[src/design/pds_pkg.sv]
// ---------------------------------------------------------------------------
// Pump dry-run supervisor package
// Shared types, codes and fixed-point constants of the supervisor.
// ---------------------------------------------------------------------------
package pds_pkg;

   // Function codes of an input item
   localparam logic [2:0] FUNC_TICK       = 3'd0;
   localparam logic [2:0] FUNC_SET_SPEED  = 3'd1;
   localparam logic [2:0] FUNC_ARM_POUT   = 3'd2;
   localparam logic [2:0] FUNC_READ_CLOG  = 3'd3;
   localparam logic [2:0] FUNC_CLR_TICKS  = 3'd4;

   // Configuration register indexes
   localparam logic [1:0] CSR_DAC_CHANNEL = 2'd0;
   localparam logic [1:0] CSR_NO_POWER    = 2'd1;
   localparam logic [1:0] CSR_DRY_RATIO   = 2'd2;

   // Configuration reset values
   localparam logic [15:0] NO_POWER_RESET  = 16'd560;
   localparam logic [7:0]  DRY_RATIO_RESET = 8'd192;

   // Diagnostic codes
   localparam logic [1:0] DIAG_OFF      = 2'd0;
   localparam logic [1:0] DIAG_OK       = 2'd1;
   localparam logic [1:0] DIAG_DRY_WARN = 2'd2;
   localparam logic [1:0] DIAG_STARTING = 2'd3;

   // Valve commands
   localparam logic [1:0] VALVE_NONE         = 2'd0;
   localparam logic [1:0] VALVE_PINCH        = 2'd1;
   localparam logic [1:0] VALVE_RETURNS_SHUT = 2'd2;

   // Speed limits
   localparam logic [7:0] MAX_SPEED     = 8'd220;
   localparam logic [7:0] RESTART_SPEED = 8'd150;

   // Expected and floor current polynomials, micro-amps
   localparam logic [31:0] E_A = 32'd7155;
   localparam logic [31:0] E_B = 32'd346564;
   localparam logic [31:0] E_C = 32'd28425309;
   localparam logic [31:0] M_A = 32'd4471;
   localparam logic [31:0] M_B = 32'd95061;
   localparam logic [31:0] M_C = 32'd22881203;

   // Scale factors: Q12.4 to micro-amps and the cube-root bound
   localparam logic [31:0] CUR_SCALE  = 32'd256000000;
   localparam logic [31:0] FLOW_SCALE = 32'd62500;
   localparam logic [31:0] ROOT_K     = 32'd1151022592;

   // Tach divider and cube-root search lengths
   localparam int DIV_STEPS = 26;
   localparam int ROOT_BITS = 13;

   // Supervision sequence
   typedef enum logic [2:0] {
      SEQ_RUNNING    = 3'd0,
      SEQ_SENSE_DRY  = 3'd1,
      SEQ_DRAIN      = 3'd2,
      SEQ_STOP_DRAIN = 3'd3,
      SEQ_RESTART    = 3'd4,
      SEQ_MONITOR    = 3'd5
   } seq_type;

   // Estimator sequencer
   typedef enum logic [3:0] {
      EST_IDLE,
      EST_SQ,
      EST_E2,
      EST_E3,
      EST_E4,
      EST_LOW1,
      EST_LOW2,
      EST_M2,
      EST_M3,
      EST_D,
      EST_RHS,
      EST_T1,
      EST_T2,
      EST_T3,
      EST_CMP,
      EST_DONE
   } est_phase_type;

   // Top-level item engine
   typedef enum logic {
      ENG_IDLE,
      ENG_RUN
   } eng_state_type;

   // One accepted item
   typedef struct packed {
      logic [2:0]  func;
      logic [15:0] current_q4;
      logic [15:0] tick_count;
      logic [7:0]  speed_cmd;
   } item_type;

   // Estimator results
   typedef struct packed {
      logic        low;
      logic [15:0] rate;
   } est_result_type;

   // One result item
   typedef struct packed {
      logic [2:0]  seq_state;
      logic [1:0]  diag_code;
      logic        is_running;
      logic        is_dry;
      logic        is_clogged;
      logic        dac_write;
      logic [15:0] dac_frame;
      logic [1:0]  valve_cmd;
      logic [15:0] tach_rate;
      logic [15:0] flow_ticks;
      logic [15:0] flow_rate_q4;
      logic [31:0] flow_total_q4;
   } sup_result_type;

   // Saturating 8-bit increment
   function automatic logic [7:0] inc_sat8(input logic [7:0] v);
      return (v == 8'hFF) ? v : v + 8'd1;
   endfunction

endpackage

[src/design/pds_divider.sv]
// ---------------------------------------------------------------------------
// Tach rate divider
// Restoring divider, one quotient bit per cycle, saturated to 16 bits.
// ---------------------------------------------------------------------------
module pds_divider import pds_pkg::*; (
   input  logic        clock,
   input  logic        reset,
   input  logic        start,
   input  logic [25:0] dividend,
   input  logic [15:0] divisor,
   output logic        busy,
   output logic [15:0] quotient
);

   logic [25:0] quo_ff, quo_in;
   logic [15:0] rem_ff, rem_in;
   logic [15:0] div_ff, div_in;
   logic [4:0]  cnt_ff, cnt_in;
   logic        busy_ff, busy_in;
   logic [16:0] rem_sh;
   logic        fits;

   // One shift-subtract step
   assign rem_sh = {rem_ff, quo_ff[25]};
   assign fits   = rem_sh >= {1'b0, div_ff};

   always_comb begin
      quo_in  = quo_ff;
      rem_in  = rem_ff;
      div_in  = div_ff;
      cnt_in  = cnt_ff;
      busy_in = busy_ff;
      if (start) begin
         quo_in  = dividend;
         rem_in  = '0;
         div_in  = (divisor == 16'd0) ? 16'd1 : divisor;
         cnt_in  = 5'(DIV_STEPS - 1);
         busy_in = 1'b1;
      end else if (busy_ff) begin
         quo_in = {quo_ff[24:0], fits};
         rem_in = fits ? 16'(rem_sh - {1'b0, div_ff}) : rem_sh[15:0];
         cnt_in = cnt_ff - 5'd1;
         if (cnt_ff == 5'd0) begin
            busy_in = 1'b0;
         end
      end
   end

   always_ff @(posedge clock) begin
      if (reset) begin
         busy_ff <= 1'b0;
         cnt_ff  <= '0;
      end else begin
         busy_ff <= busy_in;
         cnt_ff  <= cnt_in;
      end
      quo_ff <= quo_in;
      rem_ff <= rem_in;
      div_ff <= div_in;
   end

   // Saturate to the 16-bit rate field
   assign busy     = busy_ff;
   assign quotient = (|quo_ff[25:16]) ? 16'hFFFF : quo_ff[15:0];

endmodule

[src/design/pds_estimator.sv]
// ---------------------------------------------------------------------------
// Current and flow estimator
// One registered 32x32 multiplier under a sequencer evaluates the expected
// and floor current, the dry test and a bitwise exact cube-root search.
// ---------------------------------------------------------------------------
module pds_estimator import pds_pkg::*; (
   input  logic           clock,
   input  logic           reset,
   input  logic           start,
   input  logic [7:0]     speed,
   input  logic [15:0]    current_q4,
   input  logic [7:0]     dry_ratio,
   output logic           busy,
   output est_result_type result
);

   est_phase_type phase_ff, phase_in;

   logic [7:0]  spd_ff;
   logic [15:0] cur_ff;
   logic [7:0]  ratio_ff;
   logic [63:0] prod_ff;
   logic [15:0] sq_ff;
   logic [31:0] acc_ff;
   logic [47:0] lhs_ff;
   logic [63:0] rhs_ff;
   logic [20:0] t_ff;
   logic [9:0]  t2hi_ff;
   logic [52:0] plo_ff;
   logic [12:0] f_ff;
   logic [3:0]  bit_ff;
   logic        low_ff;

   logic [31:0] mul_a, mul_b;
   logic [31:0] diff_val;
   logic        c_above_m;
   logic [12:0] cand;
   logic [20:0] t_odd;
   logic [20:0] t_val;
   logic [63:0] t3;
   logic        root_ok;

   // Candidate root term t = (2f - 1) * 125
   assign cand     = f_ff | (13'd1 << bit_ff);
   assign t_odd    = {7'd0, cand, 1'b0} - 21'd1;
   assign t_val    = (t_odd << 7) - (t_odd << 1) - t_odd;
   assign t3       = {prod_ff[31:0], 32'd0} + {11'd0, plo_ff};
   assign root_ok  = t3 <= rhs_ff;
   assign diff_val = acc_ff - prod_ff[31:0];
   assign c_above_m = prod_ff[31:0] > acc_ff;

   // Next phase
   always_comb begin
      case (phase_ff)
         EST_IDLE: phase_in = start ? EST_SQ : EST_IDLE;
         EST_SQ:   phase_in = EST_E2;
         EST_E2:   phase_in = EST_E3;
         EST_E3:   phase_in = EST_E4;
         EST_E4:   phase_in = EST_LOW1;
         EST_LOW1: phase_in = EST_LOW2;
         EST_LOW2: phase_in = (spd_ff == 8'd0) ? EST_DONE : EST_M2;
         EST_M2:   phase_in = EST_M3;
         EST_M3:   phase_in = EST_D;
         EST_D:    phase_in = c_above_m ? EST_RHS : EST_DONE;
         EST_RHS:  phase_in = EST_T1;
         EST_T1:   phase_in = EST_T2;
         EST_T2:   phase_in = EST_T3;
         EST_T3:   phase_in = EST_CMP;
         EST_CMP:  phase_in = (bit_ff == 4'd0) ? EST_DONE : EST_T1;
         EST_DONE: phase_in = EST_IDLE;
         default:  phase_in = EST_IDLE;
      endcase
   end

   // Multiplier operands for each phase
   always_comb begin
      mul_a = '0;
      mul_b = '0;
      case (phase_ff)
         EST_SQ: begin
            mul_a = {24'd0, spd_ff};
            mul_b = {24'd0, spd_ff};
         end
         EST_E2: begin
            mul_a = {16'd0, prod_ff[15:0]};
            mul_b = E_A;
         end
         EST_E3: begin
            mul_a = {24'd0, spd_ff};
            mul_b = E_B;
         end
         EST_E4: begin
            mul_a = diff_val;
            mul_b = {24'd0, ratio_ff};
         end
         EST_LOW1: begin
            mul_a = {16'd0, cur_ff};
            mul_b = CUR_SCALE;
         end
         EST_LOW2: begin
            mul_a = {16'd0, sq_ff};
            mul_b = M_A;
         end
         EST_M2: begin
            mul_a = {24'd0, spd_ff};
            mul_b = M_B;
         end
         EST_M3: begin
            mul_a = {16'd0, cur_ff};
            mul_b = FLOW_SCALE;
         end
         EST_D: begin
            mul_a = prod_ff[31:0] - acc_ff;
            mul_b = ROOT_K;
         end
         EST_T1: begin
            mul_a = {11'd0, t_val};
            mul_b = {11'd0, t_val};
         end
         EST_T2: begin
            mul_a = prod_ff[31:0];
            mul_b = {11'd0, t_ff};
         end
         EST_T3: begin
            mul_a = {22'd0, t2hi_ff};
            mul_b = {11'd0, t_ff};
         end
         default: begin
            mul_a = '0;
            mul_b = '0;
         end
      endcase
   end

   // Sequencer state
   always_ff @(posedge clock) begin
      if (reset) begin
         phase_ff <= EST_IDLE;
      end else begin
         phase_ff <= phase_in;
      end
   end

   // Shared multiplier and working registers
   always_ff @(posedge clock) begin
      prod_ff <= mul_a * mul_b;
      case (phase_ff)
         EST_IDLE: begin
            if (start) begin
               spd_ff   <= speed;
               cur_ff   <= current_q4;
               ratio_ff <= dry_ratio;
               f_ff     <= '0;
               bit_ff   <= 4'(ROOT_BITS - 1);
            end
         end
         EST_E2:   sq_ff   <= prod_ff[15:0];
         EST_E3:   acc_ff  <= prod_ff[31:0] + E_C;
         EST_LOW1: lhs_ff  <= {prod_ff[43:0], 4'd0};
         EST_LOW2: low_ff  <= prod_ff[47:0] < lhs_ff;
         EST_M2:   acc_ff  <= prod_ff[31:0] + M_C;
         EST_M3:   acc_ff  <= diff_val;
         EST_RHS:  rhs_ff  <= prod_ff;
         EST_T1:   t_ff    <= t_val;
         EST_T2:   t2hi_ff <= prod_ff[41:32];
         EST_T3:   plo_ff  <= prod_ff[52:0];
         EST_CMP: begin
            if (root_ok) begin
               f_ff <= cand;
            end
            if (bit_ff != 4'd0) begin
               bit_ff <= bit_ff - 4'd1;
            end
         end
         default: begin
         end
      endcase
   end

   assign busy        = phase_ff != EST_IDLE;
   assign result.low  = low_ff;
   assign result.rate = {3'd0, f_ff};

endmodule

[src/design/pds_supervisor.sv]
// ---------------------------------------------------------------------------
// Supervision state
// Holds the sequence, counters, flags and flow totals, and forms the result
// of the pending item; the state advances when the result is loaded.
// ---------------------------------------------------------------------------
module pds_supervisor import pds_pkg::*; (
   input  logic           clock,
   input  logic           reset,
   input  logic           commit,
   input  item_type       item,
   input  logic [15:0]    tach,
   input  est_result_type est,
   input  logic           dac_channel,
   input  logic [15:0]    no_power_current,
   output logic [7:0]     speed,
   output sup_result_type result
);

   seq_type     seq_ff, seq_in;
   logic [7:0]  step_ff, step_in;
   logic [7:0]  clog_cnt_ff, clog_cnt_in;
   logic [7:0]  dry_cnt_ff, dry_cnt_in;
   logic [7:0]  speed_ff, speed_in;
   logic [7:0]  restart_ff, restart_in;
   logic        en_ff, en_in;
   logic        run_ff, run_in;
   logic        dry_ff, dry_in;
   logic        clog_ff, clog_in;
   logic        pout_ff, pout_in;
   logic [1:0]  diag_ff, diag_in;
   logic [15:0] tach_ff, tach_in;
   logic [15:0] accum_ff, accum_in;
   logic [15:0] rate_ff, rate_in;
   logic [31:0] total_ff, total_in;

   logic        dac_w;
   logic [15:0] dac_f;
   logic [1:0]  valve;
   logic        clog_out;
   logic        nopow;
   logic [32:0] total_sum;

   function automatic logic [15:0] dac_word(input logic ch, input logic [7:0] s);
      return {ch, 2'b00, 1'b1, s, 4'b0000};
   endfunction

   assign nopow     = item.current_q4 < no_power_current;
   assign total_sum = {1'b0, total_ff} + {17'd0, est.rate};

   // Next supervision state for the pending item
   always_comb begin
      logic [7:0] old_step;
      seq_in      = seq_ff;
      step_in     = step_ff;
      clog_cnt_in = clog_cnt_ff;
      dry_cnt_in  = dry_cnt_ff;
      speed_in    = speed_ff;
      restart_in  = restart_ff;
      en_in       = en_ff;
      run_in      = run_ff;
      dry_in      = dry_ff;
      clog_in     = clog_ff;
      pout_in     = pout_ff;
      diag_in     = diag_ff;
      tach_in     = tach_ff;
      accum_in    = accum_ff;
      rate_in     = rate_ff;
      total_in    = total_ff;
      dac_w       = 1'b0;
      dac_f       = '0;
      valve       = VALVE_NONE;
      old_step    = step_ff;

      case (item.func)
         FUNC_TICK: begin
            tach_in  = tach;
            accum_in = accum_ff + item.tick_count;
            if (speed_ff != 8'd0) begin
               rate_in  = est.rate;
               total_in = total_sum[32] ? 32'hFFFF_FFFF : total_sum[31:0];
            end
            if (!en_ff) begin
               dry_cnt_in = '0;
               run_in     = 1'b0;
               diag_in    = DIAG_OFF;
            end else begin
               case (seq_ff)
                  // Clog and dry detection
                  SEQ_RUNNING: begin
                     step_in = inc_sat8(step_ff);
                     if (old_step > 8'd3) begin
                        diag_in = DIAG_OK;
                        if (item.tick_count == 16'd0) begin
                           clog_cnt_in = inc_sat8(clog_cnt_ff);
                           if (clog_cnt_in > 8'd4) begin
                              clog_in = 1'b1;
                           end
                        end else begin
                           clog_in = 1'b0;
                        end
                     end
                     if (est.low) begin
                        dry_cnt_in = inc_sat8(dry_cnt_in);
                        if (nopow) begin
                           dac_w = 1'b1;
                           dac_f = dac_word(dac_channel, speed_in);
                        end
                     end else if (dry_cnt_in != 8'd0) begin
                        dry_cnt_in = dry_cnt_in - 8'd1;
                     end
                     if (dry_cnt_in > 8'd5) begin
                        diag_in = DIAG_DRY_WARN;
                        if (dry_cnt_in > 8'd15 && !dry_in) begin
                           seq_in  = SEQ_SENSE_DRY;
                           step_in = '0;
                        end
                     end
                  end
                  // Dry confirmed: stop, then drain or wait to restart
                  SEQ_SENSE_DRY: begin
                     if (pout_ff) begin
                        valve  = VALVE_PINCH;
                        seq_in = SEQ_DRAIN;
                     end else begin
                        dry_in = 1'b1;
                        seq_in = SEQ_RESTART;
                     end
                     speed_in    = '0;
                     dac_w       = 1'b1;
                     dac_f       = dac_word(dac_channel, 8'd0);
                     dry_in      = 1'b0;
                     clog_in     = 1'b0;
                     clog_cnt_in = '0;
                     dry_cnt_in  = '0;
                     run_in      = 1'b0;
                     diag_in     = DIAG_OFF;
                     step_in     = '0;
                  end
                  // Pump-out drain wait, then restart at the fixed speed
                  SEQ_DRAIN: begin
                     step_in = inc_sat8(step_ff);
                     if (old_step > 8'd4) begin
                        restart_in  = RESTART_SPEED;
                        speed_in    = RESTART_SPEED;
                        dac_w       = 1'b1;
                        dac_f       = dac_word(dac_channel, RESTART_SPEED);
                        dry_in      = 1'b0;
                        clog_in     = 1'b0;
                        clog_cnt_in = '0;
                        run_in      = 1'b1;
                        en_in       = 1'b1;
                        diag_in     = DIAG_STARTING;
                        seq_in      = SEQ_STOP_DRAIN;
                        step_in     = '0;
                        dry_cnt_in  = '0;
                     end
                  end
                  // Watch the refill after the drain
                  SEQ_STOP_DRAIN: begin
                     step_in = inc_sat8(step_ff);
                     if (old_step > 8'd3) begin
                        if (est.low) begin
                           diag_in    = DIAG_DRY_WARN;
                           dry_cnt_in = inc_sat8(dry_cnt_ff);
                        end else begin
                           if (dry_cnt_ff != 8'd0) begin
                              dry_cnt_in = dry_cnt_ff - 8'd1;
                           end
                           diag_in = DIAG_OK;
                        end
                        if (step_in > 8'd20 || dry_cnt_in > 8'd5) begin
                           seq_in  = SEQ_RUNNING;
                           step_in = '0;
                           dry_in  = 1'b1;
                           pout_in = 1'b0;
                           valve   = VALVE_RETURNS_SHUT;
                        end
                     end
                  end
                  // Pause, then restart at the remembered speed
                  SEQ_RESTART: begin
                     step_in = inc_sat8(step_ff);
                     if (old_step > 8'd2) begin
                        speed_in    = restart_ff;
                        step_in     = '0;
                        dac_w       = 1'b1;
                        dac_f       = dac_word(dac_channel, restart_ff);
                        dry_in      = 1'b0;
                        clog_in     = 1'b0;
                        clog_cnt_in = '0;
                        dry_cnt_in  = '0;
                        if (restart_ff == 8'd0) begin
                           run_in  = 1'b0;
                           en_in   = 1'b0;
                           diag_in = DIAG_OFF;
                        end else begin
                           run_in  = 1'b1;
                           en_in   = 1'b1;
                           diag_in = DIAG_STARTING;
                        end
                        seq_in = SEQ_MONITOR;
                     end
                  end
                  // Restart monitor: stop again if still dry
                  SEQ_MONITOR: begin
                     step_in = inc_sat8(step_ff);
                     if (old_step > 8'd1) begin
                        if (est.low) begin
                           dry_cnt_in = inc_sat8(dry_cnt_ff);
                           if (nopow) begin
                              dac_w = 1'b1;
                              dac_f = dac_word(dac_channel, speed_ff);
                           end
                        end else if (dry_cnt_ff != 8'd0) begin
                           dry_cnt_in = dry_cnt_ff - 8'd1;
                        end
                        diag_in = est.low ? DIAG_DRY_WARN : DIAG_OK;
                        if (dry_cnt_in > 8'd3) begin
                           speed_in    = '0;
                           step_in     = '0;
                           dac_w       = 1'b1;
                           dac_f       = dac_word(dac_channel, 8'd0);
                           dry_in      = 1'b0;
                           clog_in     = 1'b0;
                           clog_cnt_in = '0;
                           dry_cnt_in  = '0;
                           run_in      = 1'b0;
                           diag_in     = DIAG_OFF;
                           seq_in      = SEQ_RESTART;
                        end
                     end
                  end
                  default: begin
                     seq_in = SEQ_RUNNING;
                  end
               endcase
            end
         end
         // New speed restarts supervision
         FUNC_SET_SPEED: begin
            speed_in    = (item.speed_cmd > MAX_SPEED) ? MAX_SPEED : item.speed_cmd;
            seq_in      = SEQ_RUNNING;
            step_in     = '0;
            dac_w       = 1'b1;
            dac_f       = dac_word(dac_channel, speed_in);
            dry_in      = 1'b0;
            clog_in     = 1'b0;
            clog_cnt_in = '0;
            dry_cnt_in  = '0;
            if (speed_in == 8'd0) begin
               run_in  = 1'b0;
               en_in   = 1'b0;
               pout_in = 1'b0;
               diag_in = DIAG_OFF;
            end else begin
               run_in     = 1'b1;
               en_in      = 1'b1;
               diag_in    = DIAG_STARTING;
               restart_in = speed_in;
               total_in   = '0;
            end
         end
         FUNC_ARM_POUT: begin
            pout_in = 1'b1;
         end
         FUNC_CLR_TICKS: begin
            accum_in = '0;
         end
         default: begin
         end
      endcase

      // The clog flag is reported before a read-clear takes effect
      clog_out = clog_in;
      if (item.func == FUNC_READ_CLOG) begin
         clog_in = 1'b0;
      end
   end

   always_ff @(posedge clock) begin
      if (reset) begin
         seq_ff      <= SEQ_RUNNING;
         step_ff     <= '0;
         clog_cnt_ff <= '0;
         dry_cnt_ff  <= '0;
         speed_ff    <= '0;
         restart_ff  <= '0;
         en_ff       <= 1'b0;
         run_ff      <= 1'b0;
         dry_ff      <= 1'b0;
         clog_ff     <= 1'b0;
         pout_ff     <= 1'b0;
         diag_ff     <= DIAG_OFF;
         tach_ff     <= '0;
         accum_ff    <= '0;
         rate_ff     <= '0;
         total_ff    <= '0;
      end else if (commit) begin
         seq_ff      <= seq_in;
         step_ff     <= step_in;
         clog_cnt_ff <= clog_cnt_in;
         dry_cnt_ff  <= dry_cnt_in;
         speed_ff    <= speed_in;
         restart_ff  <= restart_in;
         en_ff       <= en_in;
         run_ff      <= run_in;
         dry_ff      <= dry_in;
         clog_ff     <= clog_in;
         pout_ff     <= pout_in;
         diag_ff     <= diag_in;
         tach_ff     <= tach_in;
         accum_ff    <= accum_in;
         rate_ff     <= rate_in;
         total_ff    <= total_in;
      end
   end

   // Result fields
   assign speed                = speed_ff;
   assign result.seq_state     = seq_in;
   assign result.diag_code     = diag_in;
   assign result.is_running    = run_in;
   assign result.is_dry        = dry_in;
   assign result.is_clogged    = clog_out;
   assign result.dac_write     = dac_w;
   assign result.dac_frame     = dac_f;
   assign result.valve_cmd     = valve;
   assign result.tach_rate     = tach_in;
   assign result.flow_ticks    = accum_in;
   assign result.flow_rate_q4  = rate_in;
   assign result.flow_total_q4 = total_in;

endmodule

[src/design/pump_dry_run_supervisor_unit.sv]
// ---------------------------------------------------------------------------
// Pump dry-run supervisor
// Tach rate, flow estimate and dry-run / clog supervision sequence.
// ---------------------------------------------------------------------------
// Usage:
//  The request channel (req_valid / req_stall) carries one command per
//  transfer. The response channel (rsp_valid / rsp_stall) returns exactly
//  one result per command, in order. Configuration registers are written
//  on the csr channel (csr_valid / csr_ready); the user must do so only
//  while no command is pending, which the block does not enforce.
//  csr_ready is always high and writes to unknown indexes are dropped.
//  A command is taken only while the engine is idle; it then stays busy
//  until its result is loaded into the output register, and the next
//  command can transfer in the cycle after that load. A non-tick command
//  needs no arithmetic, so its result is ready once the engine has
//  registered it. A tick's result waits for the 26-step tach divider at
//  speed zero or with the current at or below the floor, and otherwise for
//  the 13 passes of the cube-root search. If the receiver stalls, the next
//  result waits in the engine and the result on the port holds steady.
//  Synchronous reset clears all supervision state, the output valid flag
//  and the configuration registers to their defaults.
// ---------------------------------------------------------------------------
module pump_dry_run_supervisor_unit import pds_pkg::*; (
   input  logic        clock,
   input  logic        reset,
   // Request channel
   input  logic        req_valid,
   output logic        req_stall,
   input  logic [2:0]  req_func,
   input  logic [15:0] req_current_q4,
   input  logic [15:0] req_tick_count,
   input  logic [15:0] req_elapsed_ms,
   input  logic [7:0]  req_speed_cmd,
   // Response channel
   output logic        rsp_valid,
   input  logic        rsp_stall,
   output logic [2:0]  rsp_seq_state,
   output logic [1:0]  rsp_diag_code,
   output logic        rsp_is_running,
   output logic        rsp_is_dry,
   output logic        rsp_is_clogged,
   output logic        rsp_dac_write,
   output logic [15:0] rsp_dac_frame,
   output logic [1:0]  rsp_valve_cmd,
   output logic [15:0] rsp_tach_rate,
   output logic [15:0] rsp_flow_ticks,
   output logic [15:0] rsp_flow_rate_q4,
   output logic [31:0] rsp_flow_total_q4,
   // Configuration channel
   input  logic        csr_valid,
   output logic        csr_ready,
   input  logic [1:0]  csr_index,
   input  logic [15:0] csr_wdata
);

   eng_state_type  eng_ff, eng_in;
   item_type       item_ff;
   logic           dac_channel_ff;
   logic [15:0]    no_power_ff;
   logic [7:0]     dry_ratio_ff;
   logic           rsp_valid_ff, rsp_valid_in;
   sup_result_type rsp_ff;

   logic           req_take;
   logic           tick_start;
   logic [25:0]    scaled_ticks;
   logic           div_busy;
   logic [15:0]    tach;
   logic           est_busy;
   est_result_type est;
   logic [7:0]     speed;
   sup_result_type result;
   logic           finished;
   logic           load;

   // Request transfer and start of the tick arithmetic
   assign req_stall    = eng_ff != ENG_IDLE;
   assign req_take     = req_valid && !req_stall;
   assign tick_start   = req_take && (req_func == FUNC_TICK);
   assign scaled_ticks = ({10'd0, req_tick_count} << 10) - ({10'd0, req_tick_count} << 4)
                         - ({10'd0, req_tick_count} << 3);

   // Result ready once both arithmetic units have settled
   assign finished = (eng_ff == ENG_RUN) && !div_busy && !est_busy;
   assign load     = finished && (!rsp_valid_ff || !rsp_stall);

   pds_divider u_divider (
      .clock    (clock),
      .reset    (reset),
      .start    (tick_start),
      .dividend (scaled_ticks),
      .divisor  (req_elapsed_ms),
      .busy     (div_busy),
      .quotient (tach)
   );

   pds_estimator u_estimator (
      .clock      (clock),
      .reset      (reset),
      .start      (tick_start),
      .speed      (speed),
      .current_q4 (req_current_q4),
      .dry_ratio  (dry_ratio_ff),
      .busy       (est_busy),
      .result     (est)
   );

   pds_supervisor u_supervisor (
      .clock            (clock),
      .reset            (reset),
      .commit           (load),
      .item             (item_ff),
      .tach             (tach),
      .est              (est),
      .dac_channel      (dac_channel_ff),
      .no_power_current (no_power_ff),
      .speed            (speed),
      .result           (result)
   );

   // Engine next state
   always_comb begin
      case (eng_ff)
         ENG_IDLE: eng_in = req_take ? ENG_RUN : ENG_IDLE;
         ENG_RUN:  eng_in = load ? ENG_IDLE : ENG_RUN;
         default:  eng_in = ENG_IDLE;
      endcase
   end

   // Output register valid
   always_comb begin
      if (load) begin
         rsp_valid_in = 1'b1;
      end else if (!rsp_stall) begin
         rsp_valid_in = 1'b0;
      end else begin
         rsp_valid_in = rsp_valid_ff;
      end
   end

   always_ff @(posedge clock) begin
      if (reset) begin
         eng_ff       <= ENG_IDLE;
         rsp_valid_ff <= 1'b0;
      end else begin
         eng_ff       <= eng_in;
         rsp_valid_ff <= rsp_valid_in;
      end
      if (req_take) begin
         item_ff.func       <= req_func;
         item_ff.current_q4 <= req_current_q4;
         item_ff.tick_count <= req_tick_count;
         item_ff.speed_cmd  <= req_speed_cmd;
      end
      if (load) begin
         rsp_ff <= result;
      end
   end

   // Configuration registers
   assign csr_ready = 1'b1;

   always_ff @(posedge clock) begin
      if (reset) begin
         dac_channel_ff <= 1'b0;
         no_power_ff    <= NO_POWER_RESET;
         dry_ratio_ff   <= DRY_RATIO_RESET;
      end else if (csr_valid && csr_ready) begin
         case (csr_index)
            CSR_DAC_CHANNEL: dac_channel_ff <= csr_wdata[0];
            CSR_NO_POWER:    no_power_ff    <= csr_wdata;
            CSR_DRY_RATIO:   dry_ratio_ff   <= csr_wdata[7:0];
            default: begin
            end
         endcase
      end
   end

   // Response ports
   assign rsp_valid         = rsp_valid_ff;
   assign rsp_seq_state     = rsp_ff.seq_state;
   assign rsp_diag_code     = rsp_ff.diag_code;
   assign rsp_is_running    = rsp_ff.is_running;
   assign rsp_is_dry        = rsp_ff.is_dry;
   assign rsp_is_clogged    = rsp_ff.is_clogged;
   assign rsp_dac_write     = rsp_ff.dac_write;
   assign rsp_dac_frame     = rsp_ff.dac_frame;
   assign rsp_valve_cmd     = rsp_ff.valve_cmd;
   assign rsp_tach_rate     = rsp_ff.tach_rate;
   assign rsp_flow_ticks    = rsp_ff.flow_ticks;
   assign rsp_flow_rate_q4  = rsp_ff.flow_rate_q4;
   assign rsp_flow_total_q4 = rsp_ff.flow_total_q4;

endmodule

[config.mk]
export PLATFORM = sky130hd
export DESIGN_NAME = pump_dry_run_supervisor_unit
export DESIGN_NICKNAME = d
export VERILOG_FILES = /design/src/design/pds_pkg.sv /design/src/design/pds_divider.sv /design/src/design/pds_estimator.sv /design/src/design/pds_supervisor.sv /design/src/design/pump_dry_run_supervisor_unit.sv
export SDC_FILE = /design/constraint.sdc
export NUM_CORES = 2
export LEC_CHECK = 0
export ABC_AREA = 0
export BUFFER_PORTS_ARGS = -buffer_cell sky130_fd_sc_hd__buf_2
export CAP_MARGIN = 20
export CORE_MARGIN = 5
export CORE_UTILIZATION = 50
export DETAILED_ROUTE_END_ITERATION = 16
export PLACE_DENSITY = 0.66
export SLEW_MARGIN = 20
export SYNTH_ARGS = -nofsm -noshare
export SYNTH_HDL_FRONTEND = slang
export SYNTH_HIERARCHICAL = 1
export SYNTH_SLANG_ARGS = --single-unit
[constraint.sdc]
create_clock -name clock -period 31.1 [get_ports clock]
set_clock_uncertainty 0.05 [all_clocks]
set_input_delay 6.22 -clock clock [delete_from_list [all_inputs] [get_ports clock]]
set_output_delay 6.22 -clock clock [all_outputs]
set_load 0.05 [all_outputs]
==> flow_summary_export.csv <==
group,metric,value,unit
floorplanning,die_area,153700,um^2
setup_path,cp_data_required_time,31.67,ns
routing,drt-total-wl,225300,um
floorplanning,ios,192,
routing,initialDrtViolationCount,5054,
setup_path,cp_common_cell,"fa_1",
cells_and_area,nets,9534,
routing,wire_per_inst,22.55,um
cts,cts_made_buffers,80,
timing,hold_violations,0,
routing,drcViolationCount,0,
setup_path,start_kind,"flop",
placement,dp_hpwl,176100,um
floorplanning,fp.dieW,392.1,um
cells_and_area,fillCellCount,13312,
power,ir_drop,0.04779,mV
timing,setup_viol,0,
power,p_leak,0.03628,uW
routing,top_layer,"met5",
outcome,status,"complete, no violations",
timing,max_freq,71.01,MHz
routing,wl_met2,106000,um
timing,drv_slew,0,
timing,fin_crit_sh,45.28,%
min_path,hold_depth,0,
routing,wl_met1,93390,um
synthesis,ys_seq_area_share,26.56,%
placement,numPortBuffers,190,
cts,clkTransAtPathRegs,0.06,ns
synthesis,synth-main-ff-cell,"edfxtp_1",
routing,route.met3.wl,16080,um
cts,cts_tree,"yes",
power,cellPowerDensity,38.97,nW/um^2
cts,clockRootBuffer,"clkbuf_16",
setup_path,regToRegSetupSlack,17.02,ns
routing,ant_nets,0,
placement,dpl_worst_slack,17.02,ns
cts,h-tree-depth,3,
cells_and_area,area_delta_synth_final,8.298,%
timing,setup_tns,0,ns
cts,cts_max_path_buffers,3,
synthesis,synth_most_common_cell,"inv_1",
setup_path,slowest_stage,"a32o_1",
synthesis,synthArstFlopShare,0,%
setup_path,worst_setup_path_end_kind,"flop",
timing,fin_crit,14.08,ns
placement,place_congestion,0.9677,
synthesis,synth.area.top_cells,"fa_1 (22%), edfxtp_1 (20%), ha_1 (11%)",
setup_path,cp.arrival,14.65,ns
routing,vias,57711,
synthesis,ys_ff_latch,728,
synthesis,postSynthAreaPerCell,9.248,um^2
setup_path,slowest_delay,0.86,ns
global_route,grt_pass1_wl,347600,um
synthesis,synthDistinctLibCells,124,
cts,cts_hold_buf,0,
global_route,grt_pass1_vias,58255,
synthesis,synth_warnings,6,
timing,relSlewSlack,23.36,%
synthesis,synth-edff-count,481,
cts,cts_resized,0,
cells_and_area,drive_above_1_share,8.258,%
routing,drtPass1Iterations,7,
setup_path,r2r_cells,44,
job,cap_violations,0,
cts,clkSinkCount,728,
global_route,grt_overflow_total,0,
synthesis,netlist_instances,7893,
setup_path,path_max_fanout,17,
placement,dpl_cell_area,76220,um^2
timing,rsz0062_at_grt,"no",
floorplanning,initial_utilization,50.20,%
synthesis,synth_area,72990,um^2
global_route,antenna_found_initial,7,
setup_path,path_class,"reg -> reg",
timing,tightestPinTransition,1.146,ns
synthesis,yosys-top-cells-count,"inv_1 (1303), nand2_1 (951), fa_1 (793)",
cts,clkLatencyLatePin,0.68,ns
timing,worst_slack,17.02,ns
floorplanning,rows,140,
cts,cts_setup_buffers,0,
floorplanning,die_height,392.1,um
min_path,hp-class,"reg -> reg",
cells_and_area,stdcell_area,79050,um^2
synthesis,synth_top_area_share,21.75,%
routing,vias_per_cell,5.778,
floorplanning,core_area,145400,um^2
synthesis,synth_top_area_cell,"fa_1",
global_route,globalRouteTotalUtil,29.36,%
global_route,grt_max_degree,89,
-- registers in the layout (all words and copies together), names as in the netlist, 20 cells and up --
| name | count |
|---|---|
| u_estimator/prod_ff | 64 |
| u_estimator/acc_ff | 32 |
| u_estimator/t_ff | 20 |
| rsp_flow_total_q4 | 32 |
| u_estimator/rhs_ff | 64 |
| u_estimator/lhs_ff | 44 |
| u_supervisor/total_ff | 32 |
| u_divider/quo_ff | 26 |
| item_ff | 43 |
| u_estimator/plo_ff | 53 |
-- per-stage QoR --
step / cells / utilization [%] / hold slack [ns] / total power (uW)
2_1_floorplan: 7965 / - / 0.3355 / 1794
5_1_grt: 9982 / 54.36 / 0.3613 / 3232
3_3_place_gp: 9831 / 52.41 / 0.3375 / 2063
6_report: 9988 / 54.37 / 0.3548 / 3080
4_1_cts: 9981 / 54.35 / 0.3550 / 3091
3_5_place_dp: 9833 / 52.42 / 0.3402 / 2072
-- per-layer routing --
layer	GRT usage, %	vias to the layer above
met5	0	-
met1	39.17	28769
met3	4.087	466
li1	-	26233
met2	48.80	2241
met4	11.27	2
-- critical path: cells and delay by family (launching register included) --
family          cells  cell delay, ns
flops               1            0.44
simple gates        9            1.82
fa+ha+maj          13            5.76
xor+xnor            3            0.73
compound gates     15            4.95
buf+inv             4            0.25
-- area by class of cell --
cell class / count / area (um^2) / area share (%)
clock buffers: 96 / 2143 / 2.711
repair buffers: 320 / 1938 / 2.452
clock inverters: 52 / 660.6 / 0.8357
multi-input cells: 5563 / 47600 / 60.22
well taps: 1917 / 2399 / 3.034
flip-flops and latches: 728 / 19390 / 24.53
diodes: 6 / 15.01 / 0.01899
inverters: 1306 / 4902 / 6.202
-- placed cells by master, fill, tap and decap left out, drive strengths merged, types with 46 or more instances in the layout --
master  count
ha        660
o21ai     283
clkbuf     96
nand4      74
nand3     100
dfxtp     247
nor2b      60
a31oi      52
buf       320
inv      1311
a21o      169
nor2      627
o21bai     46
a211oi     50
nor3      101
and2       75
nand2     973
edfxtp    481
xnor2     173
fa        793
conb       77
xor2       94
and3       49
a21oi     427
-- logic make-up (layout without fill, tap and decap cells) --
logic type,count (synthesis),in the layout,synth area share [%]
compound gates,1437,1437,13.33
xor+xnor,267,267,3.214
fa+ha+maj,1453,1453,33.06
buf+inv,1674,1774,8.905
flops,728,728,26.56
mux,66,66,0.9565
other cells,5,83,0.02572
simple gates,2263,2263,13.94
-- final timing paths --
kind	to	start
setup / recovery	u_estimator/prod_ff[61]$_DFF_P_	u_estimator/bit_ff[0]$_SDFFCE_PN0P_
hold / removal	u_estimator/rhs_ff[61]$_DFFE_PP_	u_estimator/prod_ff[61]$_DFF_P_
setup reg to reg	u_estimator/prod_ff[61]$_DFF_P_	u_estimator/bit_ff[0]$_SDFFCE_PN0P_
hold reg to reg	u_estimator/rhs_ff[61]$_DFFE_PP_	u_estimator/prod_ff[61]$_DFF_P_
-- where the power goes --
part / internal [uW] / switching (uW) / leakage, uW / total [uW]
combinational: 302 / 616 / 0.0285 / 919
sequential: 1110 / 41.0 / 0.00645 / 1150
clock: 585 / 428 / 0.00135 / 1010
total: 1990 / 1090 / 0.0363 / 3080
Note: power is estimated with default switching activity, not from simulation.
